File: src/sv/resw_pkg.sv
// Shared types, constants and the word conversion function of the record endian swapper.
package resw_pkg;

    localparam int WORD_W = 32;
    localparam int LEN_W  = 31;
    localparam int POS_W  = 32;
    localparam int MODE_W = 2;
    localparam int S_TDATA_W = 64;
    localparam int M_TDATA_W = 32;
    localparam int SLOT_N = 3;
    localparam int CNT_W  = 2;

    localparam logic [WORD_W-1:0] MARK_1234  = 32'h0403_0201;
    localparam logic [WORD_W-1:0] MARK_3412  = 32'h0201_0403;
    localparam logic [WORD_W-1:0] MARK_4321  = 32'h0102_0304;
    localparam logic [WORD_W-1:0] BYTE1_MASK = 32'h0000_FF00;
    localparam logic [WORD_W-1:0] BYTE2_MASK = 32'h00FF_0000;
    localparam logic [POS_W-1:0]  POS_MAX    = '1;

    localparam logic [MODE_W-1:0] MODE_NONE    = 2'd0;
    localparam logic [MODE_W-1:0] MODE_HALF    = 2'd1;
    localparam logic [MODE_W-1:0] MODE_FULL    = 2'd2;
    localparam logic [MODE_W-1:0] MODE_UNKNOWN = 2'd3;

    typedef struct packed {
        logic [WORD_W-1:0] data_word;
        logic [LEN_W-1:0]  given_length;
        logic              first_word;
        logic              last_word;
    } item_t;

    typedef struct packed {
        logic [WORD_W-1:0] out_word;
        logic              out_last;
        logic [MODE_W-1:0] swap_mode;
    } result_t;

    typedef struct packed {
        logic [CNT_W-1:0]         count;
        result_t [SLOT_N-1:0]     slot;
    } bundle_t;

    function automatic logic [WORD_W-1:0] convert_word(
        input logic [WORD_W-1:0] w,
        input logic [MODE_W-1:0] mode
    );
        logic [WORD_W-1:0] r;
        case (mode)
            MODE_HALF: begin
                r = {w[15:0], w[31:16]};
            end
            MODE_FULL: begin
                r = (w << 24) | ((w << 8) & BYTE2_MASK) | ((w >> 8) & BYTE1_MASK) | (w >> 24);
            end
            default: begin
                r = w;
            end
        endcase
        return r;
    endfunction

endpackage

File: src/sv/resw_core.sv
// Record state and per-item result bundle computation of the record endian swapper.
module resw_core (
    input  logic              aclk,
    input  logic              aresetn,
    input  resw_pkg::item_t   item,
    input  logic              fire,
    output resw_pkg::bundle_t bundle
);
    import resw_pkg::*;

    logic [WORD_W-1:0] held_first_reg, held_first_next;
    logic [WORD_W-1:0] held_second_reg, held_second_next;
    logic [POS_W-1:0]  pos_reg, pos_next;
    logic [MODE_W-1:0] mode_reg, mode_next;
    logic [POS_W-1:0]  limit_reg, limit_next;
    logic [LEN_W-1:0]  len_reg, len_next;

    always_comb begin
        logic [POS_W-1:0]  pos;
        logic [CNT_W-1:0]  n;
        logic [MODE_W-1:0] md;
        logic [WORD_W-1:0] c0;
        logic [WORD_W-1:0] c1;
        logic [POS_W-1:0]  lim;
        pos = pos_reg;
        n = '0;
        md = MODE_NONE;
        c0 = '0;
        c1 = '0;
        lim = '0;
        bundle = '0;
        held_first_next = held_first_reg;
        held_second_next = held_second_reg;
        mode_next = mode_reg;
        limit_next = limit_reg;
        len_next = len_reg;
        pos_next = pos_reg;

        if (item.first_word && pos != '0) begin
            if (pos == POS_W'(1)) begin
                bundle.slot[0] = '{held_first_reg, 1'b1, MODE_NONE};
                n = CNT_W'(1);
            end else if (pos == POS_W'(2)) begin
                bundle.slot[0] = '{held_first_reg, 1'b0, MODE_NONE};
                bundle.slot[1] = '{held_second_reg, 1'b1, MODE_NONE};
                n = CNT_W'(2);
            end
            pos = '0;
        end

        if (pos == '0) begin
            len_next = item.given_length;
            if (item.last_word) begin
                bundle.slot[n] = '{item.data_word, 1'b1, MODE_NONE};
                n = n + CNT_W'(1);
                pos_next = '0;
            end else begin
                held_first_next = item.data_word;
                pos_next = POS_W'(1);
            end
        end else if (pos == POS_W'(1)) begin
            if (item.last_word) begin
                bundle.slot[0] = '{held_first_reg, 1'b0, MODE_NONE};
                bundle.slot[1] = '{item.data_word, 1'b1, MODE_NONE};
                n = CNT_W'(2);
                pos_next = '0;
            end else begin
                held_second_next = item.data_word;
                pos_next = POS_W'(2);
            end
        end else if (pos == POS_W'(2)) begin
            if (item.data_word == MARK_1234) begin
                md = MODE_NONE;
            end else if (item.data_word == MARK_3412) begin
                md = MODE_HALF;
            end else if (item.data_word == MARK_4321) begin
                md = MODE_FULL;
            end else begin
                md = MODE_UNKNOWN;
            end
            c0 = convert_word(held_first_reg, md);
            c1 = convert_word(held_second_reg, md);
            lim = (len_reg != '0) ? POS_W'(len_reg) : c1;
            mode_next = md;
            limit_next = lim;
            bundle.slot[0] = '{c0, 1'b0, md};
            bundle.slot[1] = '{c1, 1'b0, md};
            bundle.slot[2] = '{(POS_W'(2) < lim) ? convert_word(item.data_word, md)
                                                 : item.data_word,
                               item.last_word, md};
            n = CNT_W'(3);
            pos_next = item.last_word ? '0 : POS_W'(3);
        end else begin
            bundle.slot[0] = '{(pos < limit_reg) ? convert_word(item.data_word, mode_reg)
                                                 : item.data_word,
                               item.last_word, mode_reg};
            n = CNT_W'(1);
            if (item.last_word) begin
                pos_next = '0;
            end else if (pos != POS_MAX) begin
                pos_next = pos + POS_W'(1);
            end
        end
        bundle.count = n;
    end

    always_ff @(posedge aclk) begin
        if (!aresetn) begin
            held_first_reg <= '0;
            held_second_reg <= '0;
            pos_reg <= '0;
            mode_reg <= MODE_NONE;
            limit_reg <= '0;
            len_reg <= '0;
        end else if (fire) begin
            held_first_reg <= held_first_next;
            held_second_reg <= held_second_next;
            pos_reg <= pos_next;
            mode_reg <= mode_next;
            limit_reg <= limit_next;
            len_reg <= len_next;
        end
    end

endmodule

File: src/sv/resw_out.sv
// Result bundle register and output serializer of the record endian swapper.
module resw_out (
    input  logic                           aclk,
    input  logic                           aresetn,
    input  resw_pkg::bundle_t              bundle,
    input  logic                           load,
    output logic                           load_ok,
    output logic                           m_tvalid,
    input  logic                           m_tready,
    output logic [resw_pkg::M_TDATA_W-1:0] m_tdata,  // out_word
    output logic                           m_tlast,  // out_last
    output logic [resw_pkg::MODE_W-1:0]    m_tuser   // swap_mode
);
    import resw_pkg::*;

    bundle_t          bundle_reg;
    logic [CNT_W-1:0] idx_reg;
    logic             valid_reg;
    logic             at_end;

    assign at_end   = (idx_reg == bundle_reg.count - CNT_W'(1));
    assign load_ok  = !valid_reg || (m_tready && at_end);
    assign m_tvalid = valid_reg;
    assign m_tdata  = bundle_reg.slot[idx_reg].out_word;
    assign m_tlast  = bundle_reg.slot[idx_reg].out_last;
    assign m_tuser  = bundle_reg.slot[idx_reg].swap_mode;

    always_ff @(posedge aclk) begin
        if (load) begin
            bundle_reg <= bundle;
        end
    end

    always_ff @(posedge aclk) begin
        if (!aresetn) begin
            valid_reg <= 1'b0;
            idx_reg <= '0;
        end else if (load) begin
            valid_reg <= 1'b1;
            idx_reg <= '0;
        end else if (valid_reg && m_tready) begin
            if (at_end) begin
                valid_reg <= 1'b0;
            end else begin
                idx_reg <= idx_reg + CNT_W'(1);
            end
        end
    end

endmodule

File: src/sv/record_endian_swapper.sv
// Top level of the record endian swapper: input register, record logic and output serializer.
// Each word of a record is taken into an input register and processed in one pass into a
// bundle of up to three result items, which the output stage hands out one per cycle while
// m_tready is high. Words 0 and 1 give no result unless the record ends there; word 2 (the
// byte-order marker) gives three, so the input stalls while they go out. Every later word
// gives one item, one word per cycle when the output is ready; the serializer sets this rate.
module record_endian_swapper (
    input  logic                           aclk,
    input  logic                           aresetn,
    input  logic                           s_tvalid,
    output logic                           s_tready,
    input  logic [resw_pkg::S_TDATA_W-1:0] s_tdata,  // data_word, given_length, zero pad
    input  logic                           s_tlast,  // last_word
    input  logic                           s_tuser,  // first_word
    output logic                           m_tvalid,
    input  logic                           m_tready,
    output logic [resw_pkg::M_TDATA_W-1:0] m_tdata,  // out_word
    output logic                           m_tlast,  // out_last
    output logic [resw_pkg::MODE_W-1:0]    m_tuser   // swap_mode
);
    import resw_pkg::*;

    item_t   item_reg;
    logic    in_valid_reg;
    bundle_t bundle;
    logic    load_ok;
    logic    fire;
    logic    load;

    assign fire     = in_valid_reg && (load_ok || bundle.count == '0);
    assign load     = fire && bundle.count != '0;
    assign s_tready = !in_valid_reg || fire;

    always_ff @(posedge aclk) begin
        if (s_tvalid && s_tready) begin
            item_reg.data_word    <= s_tdata[WORD_W-1:0];
            item_reg.given_length <= s_tdata[WORD_W+LEN_W-1:WORD_W];
            item_reg.first_word   <= s_tuser;
            item_reg.last_word    <= s_tlast;
        end
    end

    always_ff @(posedge aclk) begin
        if (!aresetn) begin
            in_valid_reg <= 1'b0;
        end else if (s_tready) begin
            in_valid_reg <= s_tvalid;
        end
    end

    resw_core u_core (
        .aclk    (aclk),
        .aresetn (aresetn),
        .item    (item_reg),
        .fire    (fire),
        .bundle  (bundle)
    );

    resw_out u_out (
        .aclk     (aclk),
        .aresetn  (aresetn),
        .bundle   (bundle),
        .load     (load),
        .load_ok  (load_ok),
        .m_tvalid (m_tvalid),
        .m_tready (m_tready),
        .m_tdata  (m_tdata),
        .m_tlast  (m_tlast),
        .m_tuser  (m_tuser)
    );

endmodule
File: config.mk
export PLATFORM = sky130hd
export DESIGN_NAME = record_endian_swapper
export DESIGN_NICKNAME = d
export VERILOG_FILES = /design/src/sv/resw_pkg.sv /design/src/sv/resw_core.sv /design/src/sv/resw_out.sv /design/src/sv/record_endian_swapper.sv
export SDC_FILE = /design/constraint.sdc
export NUM_CORES = 1
export LEC_CHECK = 0
export BUFFER_PORTS_ARGS = -buffer_cell sky130_fd_sc_hd__buf_2
export CORE_MARGIN = 2
export CORE_UTILIZATION = 48
export CTS_CLUSTER_SIZE = 12
export DETAILED_ROUTE_END_ITERATION = 8
export PLACE_DENSITY = 0.61
export SYNTH_ARGS = -nofsm -noshare
export SYNTH_HDL_FRONTEND = slang
export SYNTH_SLANG_ARGS = --single-unit
File: constraint.sdc
create_clock -name aclk -period 10.1 [get_ports aclk]
set_clock_uncertainty 0.2 [all_clocks]
set_input_delay 0.505 -clock aclk [delete_from_list [all_inputs] [get_ports aclk]]
set_output_delay 0.505 -clock aclk [all_outputs]
set_load 0.02 [all_outputs]
# Word-level counts from Yosys, hierarchy flattened
# Index checks and enable logic that the tools add are counted.
[totals]
register_bits = 337
in_bits = 70
out_inout_bits = 37
elab_cells = 139
[classes]
n_addsub = 4
n_lt_le_gt_ge = 5
eq_ne = 13
muxes = 52
bitwise = 14
reduce_logical = 28
[op_table]
columns = ["operator", "count"]
rows = [
  ["two-way mux 32 bit", 12],
  ["two-way mux 70 bit", 5],
  ["case mux 32 bit (2 select lines)", 4],
  ["two-way mux 105 bit", 2],
  ["two-way mux 35 bit", 6],
  ["bitwise mux 105 bit", 1],
  ["bitwise OR 32 x 16 -> 32 bit", 3],
  ["bitwise OR 32 x 24 -> 32 bit", 3],
  ["bitwise OR 32 x 8 -> 32 bit", 3],
  ["binary-select mux 35 bit (select 2 bit)", 1],
  ["demux 35 bit (select 2 bit)", 1],
  ["equality test 32 x 1 -> 1 bit, second input constant", 2],
  ["equality test 32 x 2 -> 1 bit, second input constant", 2],
  ["adder 32 x 1 -> 32 bit, second input constant", 1],
  ["equality test 32 x 25 -> 1 bit, second input constant", 1],
  ["equality test 32 x 26 -> 1 bit, second input constant", 1],
  ["equality test 32 x 27 -> 1 bit, second input constant", 1],
  ["logical NOT 32 bit", 1],
  ["< comparator 2 x 32 -> 1 bit, first input constant", 1],
  ["< comparator 32 bit", 1],
  ["inequality test 32 bit, second input constant", 1],
  ["nonzero test 32 bit", 1],
  ["nonzero test 31 bit", 1],
  ["two-way mux 2 bit", 15],
  ["19 further kinds", 46],
]

# Depth between registers and ports, before layout
# Gate-level depths: netlist of the first run.
[logic_depth]
ltp_word = 18
ltp_mapped = 18
depth_no_buf = 15

# By module
# A second synthesis of the first run with hierarchy kept.
[hier_totals]
hier_cells = 2059
area_unflattened_um2 = 18542.8
[by_module_without_submodules]
columns = ["mod", "instances", "cells_each", "area_each_um2", "seq_area_each_um2"]
rows = [
  ["resw_core", 1, 1736, 12361.9, 3223.1],
  ["resw_out", 1, 248, 4157.7, 3273.1],
  ["record_endian_swapper", 1, 75, 2023.2, 1971.9],
]

# Worst setup path after synthesis of the first run
# OpenSTA, ideal clock, no wires.
[synth_timing]
kind = "flip-flop to flip-flop"
from = "register u_core.pos_reg[26]"
to = "register u_out.bundle_reg[0] in the netlist's numbering (enable)"
t_arrival_ns = 6.560
required_ns = 9.318
slack_ns = 2.758
stages_incl_launch_ff = 12
n_path_buf = 0
synth_period_minus_slack_ns = 7.342
path_cell_list = "dfxtp_1 nor4_1 nand4_1 nor2_1 nand3_1 inv_1 ha_1 a21oi_1 inv_1 nand2_1 o31ai_1 nor2b_1"
[synth_lines]
columns = ["element", "line_no", "rtl"]
rows = [
  ["from (decl)", "resw_core.sv:13", "logic [POS_W-1:0] pos_reg, pos_next;"],
  ["from (signal assigned)", "resw_core.sv:118", "pos_reg <= pos_next;"],
  ["to (signal assigned)", "resw_out.sv:30", "bundle_reg <= bundle;"],
  ["to (decl)", "resw_out.sv:16", "bundle_t bundle_reg;"],
]

==> impl_metrics.toml, run 1 <==
[place]
place_ws_ns = 3.66
portBuffers = 105
gp_congestion = 0.901
dp_hpwl_mm = 37.2

[critical_path]
start_kind = "flip-flop"
path_cells = "or4_1 > nor4_1 > and3_1 > ha_2 > buf_4 > a22oi_1 > o21ai_0 > nor4_1 > nand4_1 > nor4_1 > a311o_1 > o2bb2ai_4 > a22o_1"
reg2regPathDepth = 13
r2r_start = "item_reg[38]$_DFFE_PP_"
crit_family = "compound AO/OA/AOI/OAI gates"
reg2reg_slack_ns = 3.51
crit_fanout = 47
r2r_end = "u_out.bundle_reg[104]$_DFFE_PP_"
cpMostUsedCell = "nor4_1"
slowest_delay_ns = 0.90
cp.arrival_ns = 6.69
crit_required_ns = 10.20
path_buf_inv = 1
worstSetupPathType = "flip-flop to flip-flop"
critPathCaptureType = "flip-flop"
crit_slowest_cell = "ha_2"

[logic_synthesis]
netlist_area_um2 = 18300
async_reset_ff_share_pct = 0
synth_cell_types = 74
synth_edf_count = 170
synth_cells = 1935
synth_nets = 2045
synth_ff_type = "edfxtp_1"
yosys_warnings = 0
avgSynthCellArea_um2 = 9.43
ys_seq_area_share_pct = 46.1
synth_seq_cells = 335

[routing]
num_vias = 15800
routedWlPerCell_um = 22.5
drt_pre_antenna_iters = 6
drtAntennaViolNets = 0
drtIter0Drc = 1764
drc = 0
via_per_inst = 6.23
wl_mm = 57.1

[sta]
grt_setup_unrepaired = "no"
hold_slack_ns = 0.149
setup-violations-final = 0
fin_ws_ns = 3.51
slew_headroom_pct = 23.2
fin_crit_sh_pct = 65.2
worst_slew_pin_slew_ns = 1.15
fmax_mhz = 152
finalSetupTns_ns = 0
finalHoldViolCount = 0
slew_viol_final = 0
layout_min_cycle_time_ns = 6.59

[clocking]
path_clk_slew_ns = 0.06
cts-root-buf = "clkbuf_16"
clk_path_buf_depth = 3
clk_latency_ns = 0.57
cts_sinks = 335
numCtsBuffers = 39
cts_tree = "done"
cts_htree_levels = 2
cts_resized = 0

[power]
leakage_nw = 7.47
p_int_mw = 2.41
cellPowerDensity_nw_per_um2 = 152
finalPower_mw = 3.19
combPwrFrac_pct = 7.4
ir_worst_vdd_mv = 0.125
switching_share_pct = 24.5
clockPowerShare_pct = 44.1
p_switching_mw = 0.780
sequentialPowerShare_pct = 48.5

[global_routing]
grt_pass1_vias = 14500
overflow = 0
grt_use_total_pct = 29.2
antenna_found_initial = 0
grt_max_degree = 75
grt_pass1_wl_mm = 87.7

[worst_hold_path]
hold_path_startpoint = "m_tready"
min_to = "u_out.idx_reg[0]$_SDFFE_PP0P_"
min_path_type = "primary input to flip-flop"
hold_depth = 4

[floorplanning]
num_rows = 71
fp.dieW_um = 199
ioPinCount = 107
die_area_um2 = 39600
core_um2 = 37600
die_y_um = 199
initial_core_util_pct = 48.6

[final_layout]
antenna_cells = 0
area_growth_pct = 14.6
fin_nets = 2103
final_cell_mix = "199 x nand2_1, 170 x edfxtp_1, 164 x dfxtp_1"
largest_register_ffs = 105
fin_util_pct = 55.6
drive_gt1_share_pct = 11.6
final_common_cell = "nand2_1"

[flow_run]
drv_cap = 0

[run_status]
status = "finished clean"
metal layers:
layer	track usage, %	part of all wire, %	routed length (µm)	up-vias
li1	-	-	-	7440
met1	43.1	45	25800	7510
met2	42.2	42	24000	730
met3	5.58	9.4	5380	109
met4	11.3	3.4	1970	0
met5	0	0	0	-
tightest hold or removal path, stage by stage:
cell     delay, ns
buf_2         0.11
nor2b_1       0.04
o21ai_0       0.14
a21oi_1       0.06
cell usage after synthesis, types with 8 or more instances:
cell	instances	area share, %
or3_1	8	0.27
buf_1	11	0.23
a211oi_1	45	1.9
a22o_1	96	4.6
nor2b_1	12	0.41
nand3_1	62	1.7
or4_1	17	0.70
a221oi_1	18	0.86
mux2i_1	99	5.4
nand2_1	200	4.1
nand4_1	17	0.58
buf_2	33	0.90
o311ai_0	10	0.48
o211ai_1	33	1.4
o31ai_1	8	0.33
inv_1	46	0.95
a21o_1	13	0.53
nor2_1	146	3.0
o21ai_0	122	3.3
a21boi_0	10	0.41
nor4_1	24	0.82
o2bb2ai_1	34	1.6
and2_1	44	1.5
o21ai_1	11	0.30
clkbuf_1	134	2.8
a221o_1	32	1.8
ha_1	40	2.7
a21oi_1	94	2.6
edfxtp_1	170	28
nor3_1	13	0.36
a31oi_1	17	0.58
dfxtp_1	165	18
a22oi_1	64	2.6
and3_1	10	0.34
worst max-delay path by stage:
stage                                               start                                 to  slack [ns]  depth (start not counted)
after CTS                          item_reg[38]$_DFFE_PP_     u_out.bundle_reg[80]$_DFFE_PP_        3.63                         13
after global routing               item_reg[38]$_DFFE_PP_     u_out.bundle_reg[80]$_DFFE_PP_        3.33                         13
final                              item_reg[38]$_DFFE_PP_    u_out.bundle_reg[104]$_DFFE_PP_        3.51                         13
after global placement             item_reg[38]$_DFFE_PP_     u_out.bundle_reg[93]$_DFFE_PP_        3.76                         13
after detailed placement           item_reg[38]$_DFFE_PP_     u_out.bundle_reg[80]$_DFFE_PP_        3.66                         13
after floorplan           u_core.pos_reg[26]$_SDFFE_PN0P_  u_out.bundle_reg[0]$_SDFFCE_PN0P_        2.76                         11
what timing repair did:
item,in CTS,in global routing
buffers inserted,0,0
endpoints found under the hold margin,66,0
hold buffers,66,0
area by class of cell:
| cell class | instances | area (µm²) |
|---|---|---|
| multi-input cells | 1364 | 8970 |
| clock buffers | 54 | 1080 |
| flip-flops and latches | 335 | 8410 |
| well taps | 511 | 639 |
| inverters | 47 | 178 |
| repair buffers | 206 | 1450 |
| clock inverters | 17 | 180 |
| fillers | 3322 | 16700 |
power groups by stage:
stage	Sequential (mW)	Clock, mW	Combinational [mW]
floorplan	1.54	0	0.161
global placement	1.57	0	0.211
detailed placement	1.57	0	0.215
CTS	1.54	1.43	0.234
global route	1.55	1.48	0.258
finish	1.54	1.41	0.236
kinds of logic (layout without fill, tap and decap cells):
logic type	after synthesis	in the layout	share of synthesized area (%)
simple gates	586	586	15.5
buf+inv	236	324	5.39
mux	99	99	5.43
xor+xnor	4	4	0.192
flops	335	335	46.1
fa+ha+maj	40	40	2.74
compound gates	635	635	24.7
through the flow:
step | cells | area (µm²)
finish | 2534 | 20900
global placement | 2397 | 19000
global route | 2534 | 20900
detailed placement | 2397 | 19000
floorplan | 1935 | 18300
CTS | 2534 | 20900
(Power assumes the default switching activity.)
==> run 2, diff against run 1 <==
==> constraint.sdc (replaced) <==
create_clock -name aclk -period 6.45 [get_ports aclk]
set_clock_uncertainty 0.2 [all_clocks]
set_input_delay 0.3225 -clock aclk [delete_from_list [all_inputs] [get_ports aclk]]
set_output_delay 0.3225 -clock aclk [all_outputs]
set_load 0.02 [all_outputs]
==> run 2 against run 1 <==
Effect of this change:
- first-iteration DRC count is 6.1% higher
- sequential cell count stayed put
- global-route usage is 1.4 points higher
- worst hold slack better by 0.0036 ns
- critical endpoint is now u_out.bundle_reg[75]$_DFFE_PP_
- largest cell class unchanged
==> impl_metrics.toml, run 2 (same netlist as run 1, synthesis figures left out) <==
[final_layout]
fin_util_pct = 55.9
fill_cells = 3361
final_common_cell = "nand2_1"
largest_register_ffs = 105
area_growth_pct = 15.1
antenna_cells = 0
drive_gt1_share_pct = 12.2
fin_nets = 2127
final_cell_mix = "199 x nand2_1, 170 x edfxtp_1, 164 x dfxtp_1"

[sta]
slew_viol_final = 0
worst_slew_pin_slew_ns = 1.19
fmax_mhz = 168
setup-violations-final = 0
grt_setup_unrepaired = "no"
finalHoldViolCount = 0
slew_headroom_pct = 20.7
fin_ws_ns = 0.481
fin_crit_sh_pct = 92.5
layout_min_cycle_time_ns = 5.97
finalSetupTns_ns = 0

[global_routing]
grt_pass1_vias = 14700
grtUsageMet3_pct = 4.41
grt_pass1_wl_mm = 91.1
overflow = 0
antenna_found_initial = 2
grt_use_met1_pct = 45.6
grtUsageMet2_pct = 44.7
grt_use_total_pct = 30.6
busiest_layer = "met1"
grt_max_degree = 107

[place]
gp_congestion = 0.907
portBuffers = 105
place_ws_ns = 0.604
dp_hpwl_mm = 40.2

[clocking]
cts_sinks = 335
cts-root-buf = "clkbuf_16"
clk_latency_ns = 0.57
cts_tree = "done"
path_clk_slew_ns = 0.06
cts_resized = 0
hold_buffers = 67
clk_path_buf_depth = 3
post_cts_buffers = 0
numCtsBuffers = 39
cts_htree_levels = 2

[floorplanning]
die_area_um2 = 39600
ioPinCount = 107
num_rows = 71
initial_core_util_pct = 48.6
die_y_um = 199
core_um2 = 37600
fp.dieW_um = 199

[critical_path]
worstSetupPathType = "flip-flop to flip-flop"
crit_fanout = 45
cp.arrival_ns = 6.19
crit_required_ns = 6.67
start_kind = "flip-flop"
reg2regPathDepth = 13
critPathCaptureType = "flip-flop"

[power]
clockPowerShare_pct = 42.2
switching_share_pct = 24.8
ir_worst_vdd_mv = 0.195
p_switching_mw = 1.21
sequentialPowerShare_pct = 49.4
combPwrFrac_pct = 8.4
leakage_nw = 7.54
cellPowerDensity_nw_per_um2 = 232
p_int_mw = 3.66

[routing]
drc = 0
via_per_inst = 6.31
wl_mm = 60.3
drt_pre_antenna_iters = 6
drtIter0Drc = 1872
drtAntennaViolNets = 0
routedWlPerCell_um = 23.6
num_vias = 16100

[worst_hold_path]
hold_depth = 4
min_path_type = "primary input to flip-flop"

[flow_run]
drv_cap = 0

[run_status]
status = "finished clean"
[run 2: cell types whose count changed in the layout (fill, tap and decap cells not counted), moves of 2 or more]
| cell | change |
|---|---|
| clkinvlp_4 | -2 |
| buf_4 | +21 |
| clkbuf_1 | +6 |
| bufinv_16 | -3 |
| buf_12 | +2 |
[run 2: final cells by class]
class                           instances  area [µm²]  area share (%)
Tap cell                              511         639            3.04
Multi-Input combinational cell       1364        8970            42.7
Inverter                               47         178           0.846
Clock buffer                           60        1110            5.26
Clock inverter                          9        56.3           0.268
Sequential cell                       335        8410            40.0
Timing Repair Buffer                  230        1660            7.88
[run 2: power groups by stage]
stage,combinational (mW),sequential (mW),clock [mW]
6_report,0.411,2.40,2.05
2_1_floorplan,0.253,2.40,0
3_3_place_gp,0.369,2.44,0
4_1_cts,0.406,2.40,2.09
3_5_place_dp,0.375,2.44,0
5_1_grt,0.442,2.41,2.18
[run 2: final timing paths]
path / to / slack (ns) / startpoint
hold reg to reg: u_core.limit_reg[18]$_SDFFE_PN0P_ / 0.25 / u_core.limit_reg[18]$_SDFFE_PN0P_
hold / removal: u_core.held_first_reg[1]$_SDFFE_PN0P_ / 0.15 / aresetn
setup / recovery: u_out.bundle_reg[75]$_DFFE_PP_ / 0.48 / item_reg[37]$_DFFE_PP_
setup reg to reg: u_out.bundle_reg[75]$_DFFE_PP_ / 0.48 / item_reg[37]$_DFFE_PP_
[run 2: metrics by stage]
stage	total power [mW]	instances	hold slack (ns)	area [µm²]
after global routing	5.03	2556	0.177	21000
after detailed placement	2.82	2420	0.244	19200
after CTS	4.89	2556	0.118	21000
after global placement	2.81	2420	0.240	19200
final	4.87	2556	0.153	21000
after floorplan	2.65	1935	0.221	18300
[run 2: per-layer routing]
layer,vias to the layer above,part of all wire (%),routed length [µm]
met3,122,8.4,5070
met2,806,42,25400
met1,7713,46,27500
met4,2,3.8,2270
li1,7477,-,-
met5,-,0.013,8
[run 2: critical path, stage by stage (launching register included)]
cell and delay, ns:
edfxtp_1 0.59, or4_1 0.58, nor4_1 0.61, buf_4 0.22, and3_1 0.29, inv_1 0.10, ha_2 0.79, o21ai_0 0.35
nor4_1 0.41, nand4_1 0.17, nor4_1 0.33, a311o_1 0.39, o2bb2ai_4 0.46, a22o_1 0.28
